File: src/rtl/vwt_pkg.sv
`timescale 1ns / 1ps
// ----------------------------------------------------------------------------
// vwt_pkg
// Shared types and constants for the vertex weld table.
// ----------------------------------------------------------------------------
package vwt_pkg;

  localparam int XY_W  = 32;
  localparam int IDX_W = 8;
  localparam int TOL_W = 16;
  localparam int CMD_W = 2;
  localparam int STS_W = 3;

  typedef enum logic [CMD_W-1:0] {
    CMD_INSERT = 2'd0,
    CMD_LOOKUP = 2'd1,
    CMD_READ   = 2'd2,
    CMD_CLEAR  = 2'd3
  } cmd_t;

  typedef enum logic [STS_W-1:0] {
    STS_FOUND     = 3'd0,
    STS_ADDED     = 3'd1,
    STS_NOT_FOUND = 3'd2,
    STS_FULL      = 3'd3,
    STS_AMBIGUOUS = 3'd4,
    STS_BAD_INDEX = 3'd5
  } status_t;

  // One compare result leaving the match stage
  typedef struct packed {
    logic valid;
    logic hit;
  } match_t;

endpackage

File: src/rtl/vwt_match.sv
`timescale 1ns / 1ps
// ----------------------------------------------------------------------------
// vwt_match
// Two-stage tolerance compare of one stored point against the query point.
// ----------------------------------------------------------------------------
module vwt_match import vwt_pkg::*; #(
  parameter int AW = 8
) (
  input  logic                   clk,
  input  logic                   rst_n,
  input  logic                   rd_valid,
  input  logic [AW-1:0]          rd_idx,
  input  logic signed [XY_W-1:0] stored_x,
  input  logic signed [XY_W-1:0] stored_y,
  input  logic signed [XY_W-1:0] query_x,
  input  logic signed [XY_W-1:0] query_y,
  input  logic [TOL_W-2:0]       half_tol,
  output match_t                 match,
  output logic [AW-1:0]          match_idx
);

  logic signed [XY_W:0] dx_r, dy_r;
  logic signed [XY_W:0] lim;
  logic                 v_r;
  logic [AW-1:0]        idx_r;

  // Differences at full precision, so they never wrap
  always_ff @(posedge clk) begin
    dx_r  <= $signed({stored_x[XY_W-1], stored_x}) - $signed({query_x[XY_W-1], query_x});
    dy_r  <= $signed({stored_y[XY_W-1], stored_y}) - $signed({query_y[XY_W-1], query_y});
    idx_r <= rd_idx;
  end

  always_ff @(posedge clk) begin
    if (!rst_n) begin
      v_r <= 1'b0;
    end else begin
      v_r <= rd_valid;
    end
  end

  // 2*|d| <= tol  is the same as  |d| <= tol/2 (floor)
  assign lim         = $signed({{(XY_W+2-TOL_W){1'b0}}, half_tol});
  assign match.valid = v_r;
  assign match.hit   = (dx_r <= lim) && (dx_r >= -lim) && (dy_r <= lim) && (dy_r >= -lim);
  assign match_idx   = idx_r;

endmodule

File: config.mk
export PLATFORM = sky130hd
export DESIGN_NAME = vwt_match
export DESIGN_NICKNAME = d
export VERILOG_FILES = /design/src/rtl/vwt_pkg.sv /design/src/rtl/vwt_match.sv
export SDC_FILE = /design/constraint.sdc
export NUM_CORES = 1
export LEC_CHECK = 0
export BUFFER_PORTS_ARGS = -buffer_cell sky130_fd_sc_hd__buf_2
export CAP_MARGIN = 40
export CORE_AREA = 2 2 142 144
export DETAILED_ROUTE_END_ITERATION = 10
export DIE_AREA = 0 0 144 146
export SYNTH_ARGS = -nofsm -noshare
export SYNTH_HDL_FRONTEND = slang
export SYNTH_SLANG_ARGS = --single-unit
File: constraint.sdc
create_clock -name clk -period 2.92 [get_ports clk]
set_input_delay 0.146 -clock clk [delete_from_list [all_inputs] [get_ports clk]]
set_output_delay 0.146 -clock clk [all_outputs]
set_load 0.05 [all_outputs]
==> results.txt <==
The flow ran to the end, but the final reports show violations. The checks that failed: negative setup slack. For the worst setup path, the data required time is 2.77 ns. The combinational family with the most area after synthesis is adder cells.

The relative slew slack is 0.7183, and the gate count after technology mapping is 911. In the routed design, unresolved DRC markers number 0. In this run the tool buffered the top-level ports with 163 buffer cells. In this run the vertical extent of the chip is 146 um.

The tools report the largest net degree at the start of global routing as 12. The die area came out at 0.02102 sq mm. The number of I/O pins was 164; the starting density of the core was 0.3876. Using the TritonRoute via totals, the vias-per-cell ratio works out to 4.963. Standard cell area after detailed placement: 0.009269 sq mm. The minimum clock period after layout is 3.406 ns. The logs give 1 for the number of failing setup endpoints in the final timing report and 0.009762 sq mm for the final standard cell area without fillers.

The average size of a mapped cell was 8.226 sq um; the first-pass GRT wire length was 31470 um. Summed over all cells, the static leakage comes to 5.101 nW. The die width works out to 144 um. In the final layout, the multi-input gates occupy 0.005669 sq mm. The most common cell after layout, fill and taps aside was sky130_fd_sc_hd__buf_2. The mux share of post-synthesis cell area was 0.001336; the xor-xnor portion of the synthesized cell area was 0.07347. Relative to the synthesized area, the layout overhead comes to 30.27%.

The transition time at the pin with the least slew margin was 0.4193 ns. The run gives 0 as the max-slew violation total from the final report. The share of total power consumed by net switching came out at 0.3503.

The share of the synthesized area in compound gates (AO/OA/AOI/OAI) was 0.2242; the residual overflow from global routing was 0. The tools report the total negative slack as -0.4865 ns. For this design, the slowest cell found on the critical path is sky130_fd_sc_hd__a2111oi_4. The layout filler cell count is 1854, and the via count of the first global-routing pass is 7039.

The worst-case vdd ir drop was 0.2242 mV. The tools report the count of final hold-check violations as 0. After floorplanning, the core was divided into 51 placement rows. For the worst setup slack after layout, the log shows -0.4865 ns. For this run, the slowest stage of the critical path takes 0.34 ns.

The total global routing track utilization was 0.1834; the synthesized net count was 1225. TritonCTS built the clock tree. Once detail routing completed, the nets flagged for antenna violations numbered 0.

Across the whole layout, storage elements account for 0.001501 sq mm. The logs give 245 for the DRC marker count from the first detailed-route iteration and 9 for the total CTS buffers. By startpoint and endpoint, the worst setup path is classified as input port to primary output. The worst hold path stage count works out to 3. The simple-gate share of the synthesized area was 0.1661; the count of yosys warnings during synthesis was 0.

The final net count came out at 1487. Based on the critical path, the design can be clocked at up to 293.6 MHz. The net switching component of the power came out at 1.404 mW. The number of different library cells used by synthesis comes to 77.

Among all flip-flop cells after synthesis, the most frequent one is sky130_fd_sc_hd__dfxtp_1. The run gives 0.2004 as the fraction of the yosys area taken by sequential cells. At the worst endpoint, the arrival time is 3.26 ns. The sort of element at the start of the critical path is an input port. The logs give 0.007493 sq mm for the area of the mapped netlist and 75 for the total number of clock tree sinks. For the count of inserted antenna diode cells, the log shows 0.

The design draws 4.010 mW. The tools report the number of buffers between clock root and the deepest sink as 2. Walking the worst path, the cells encountered are buf_2, inv_1, ha_1, and3_1, a31o_2, nand2_2, ha_4, a21o_1, a21o_1, a2111oi_4, o221ai_2, maj3_2, a21oi_2, o211ai_1, a311oi_2, nor4_4, buf_6.

The layout cell share with drive strength beyond 1 was 0.2628. Setup repair after global routing could not meet its margin everywhere. The clock network power share was 0.242; the power density normalized to cell area was 410.7 mW/mm^2. The part of the power in combinational logic came out at 0.413. The worst-path maximum fanout came out at 2. The largest delay contributor family on the critical path is compound AO/OA/AOI/OAI gates. The worst hold path begins at query_y[0].

Summed over all nets, the half-perimeter wirelength after detailed placement is 16070 um. Leaving out fill and tap cells, the most frequent cells in the layout are sky130_fd_sc_hd__buf_2 (162), sky130_fd_sc_hd__ha_1 (157), sky130_fd_sc_hd__inv_1 (117). The part of the total power dissipated in sequential elements was 0.346. For this block, the routed nets add up to 19000 um of wire. In this run the number of H-tree levels came out at 3. Clock tree synthesis selected as its root buffer the cell sky130_fd_sc_hd__clkbuf_16.

The internal power of the cells totals 2.605 mW. Counting both buffers and inverters, the worst setup path holds a total of 3. The total vias in the final route is 7151. Among the stages of the critical path, the cell type that occurs most often is sky130_fd_sc_hd__a21o_1.

The adder and majority gate portion of the synthesized area works out to 0.2707. For hold timing, the worst endpoint is dy_r[0]. Synthesis inferred 75 register bits. The logs give 0 for the number of maximum-capacitance constraint violations and 0.01933 sq mm for the total core area. The proportion of synthesized flip-flops having asynchronous set or reset was 0; the number of antenna violations at the first check in global routing was 0.

Clock-pin slew was measured on the worst setup and hold paths at 0.06 ns. The number of iterations in the first detailed-routing pass came out at 9. The path class of the tightest hold or removal check is input port to flop. In the final routed layout, each cell accounts on average for 13.19 um. The critical path endpoint category is a primary output.

The number of enable flip-flop cells after synthesis was 0; the ratio of final minimum period to clock period was 1.167. The congestion estimate from routability-driven global placement came to 0.8889.
==> cell families after synthesis <==
group / Yosys count
muxes: 1
DFF: 75
buffers and inverters: 125
AOI/OAI and AO/OA: 248
and+or+nand+nor: 239
xor gates and xnor gates: 62
adders and majority gates: 161
==> stage by stage <==
stage                     instances  setup slack [ns]  utilization  hold slack [ns]
after floorplan                 911           -0.2567            -           0.1737
after global placement         1413           -0.7364       0.4794           0.2485
after detailed placement       1413           -0.7551       0.4794           0.2500
after CTS                      1440           -0.5189       0.5031          0.04504
after global routing           1441           -0.6222       0.5049          0.07678
final                          1441           -0.4865       0.5049          0.05945
==> synthesized netlist by cell type, types with 3 or more instances <==
| library cell | count | area share |
|---|---|---|
| sky130_fd_sc_hd__ha_1 | 158 | 0.26 |
| sky130_fd_sc_hd__inv_1 | 117 | 0.059 |
| sky130_fd_sc_hd__dfxtp_1 | 75 | 0.20 |
| sky130_fd_sc_hd__a21oi_1 | 74 | 0.049 |
| sky130_fd_sc_hd__nor2_1 | 66 | 0.033 |
| sky130_fd_sc_hd__xnor2_1 | 45 | 0.053 |
| sky130_fd_sc_hd__a21o_1 | 42 | 0.042 |
| sky130_fd_sc_hd__nand2_1 | 39 | 0.020 |
| sky130_fd_sc_hd__o21ai_0 | 34 | 0.023 |
| sky130_fd_sc_hd__nand4_1 | 21 | 0.018 |
| sky130_fd_sc_hd__nand3_1 | 19 | 0.013 |
| sky130_fd_sc_hd__nor3_1 | 19 | 0.013 |
| sky130_fd_sc_hd__o21a_1 | 16 | 0.016 |
| sky130_fd_sc_hd__xor2_1 | 16 | 0.019 |
| sky130_fd_sc_hd__nor2b_1 | 15 | 0.013 |
| sky130_fd_sc_hd__nor4_1 | 15 | 0.013 |
| sky130_fd_sc_hd__nand2b_1 | 10 | 0.0083 |
| sky130_fd_sc_hd__o21bai_1 | 9 | 0.0090 |
| sky130_fd_sc_hd__and3_1 | 8 | 0.0067 |
| sky130_fd_sc_hd__o211ai_1 | 8 | 0.0080 |
| sky130_fd_sc_hd__a211oi_1 | 6 | 0.0060 |
| sky130_fd_sc_hd__a31oi_1 | 6 | 0.0050 |
| sky130_fd_sc_hd__o2111ai_1 | 6 | 0.0070 |
| sky130_fd_sc_hd__o21ai_1 | 6 | 0.0040 |
| sky130_fd_sc_hd__a21boi_0 | 5 | 0.0050 |
| sky130_fd_sc_hd__and4_1 | 5 | 0.0058 |
| sky130_fd_sc_hd__clkbuf_1 | 5 | 0.0025 |
| sky130_fd_sc_hd__a31o_2 | 4 | 0.0047 |
| sky130_fd_sc_hd__or2_2 | 3 | 0.0025 |
==> per-layer routing <==
metal | wire length, um | GRT usage
met5 | 0 | 0
met4 | 335 | 0.04951
met3 | 757 | 0.02600
met2 | 8822 | 0.3183
met1 | 9087 | 0.2359
==> layout make-up <==
type / count / share of cell area
Clock buffer: 10 / 0.02346
Clock inverter: 4 / 0.002051
Inverter: 117 / 0.04499
Multi-Input combinational cell: 711 / 0.5807
Sequential cell: 75 / 0.1538
Tap cell: 265 / 0.03397
Timing Repair Buffer: 259 / 0.1610
==> worst max path at each step <==
stage | start | to | slack [ns] | cells past startpoint
6_report | half_tol[1] | match[0] | -0.49 | 17
5_1_grt | half_tol[4] | match[0] | -0.62 | 17
4_1_cts | half_tol[3] | match[0] | -0.52 | 16
3_5_place_dp | half_tol[0] | match[0] | -0.76 | 17
3_3_place_gp | half_tol[0] | match[0] | -0.74 | 17
2_1_floorplan | half_tol[1] | match[0] | -0.26 | 15
==> registers in the layout, indices dropped and copies added (netlist names) <==
signal     cells
dx_r          33
match_idx      8
dy_r          33
v_r            1
==> power by group through the flow <==
| stage | Combinational (mW) | Sequential [mW] | Clock, mW |
|---|---|---|---|
| finish | 1.66 | 1.39 | 0.968 |
| global route | 1.88 | 1.41 | 1.04 |
| CTS | 1.66 | 1.38 | 0.999 |
| detailed placement | 1.60 | 1.40 | 0 |
| global placement | 1.57 | 1.40 | 0 |
| floorplan | 1.10 | 1.36 | 0 |
==> timing repair <==
item                                   CTS  global route
hold buffers                            10             0
gates cloned                             0             0
buffers inserted                         3             1
setup endpoints to repair                1             1
gates resized for setup                 17             5
pin swaps                               14             2
endpoints found under the hold margin    9             0
Note: power is estimated with default switching activity, not from simulation.
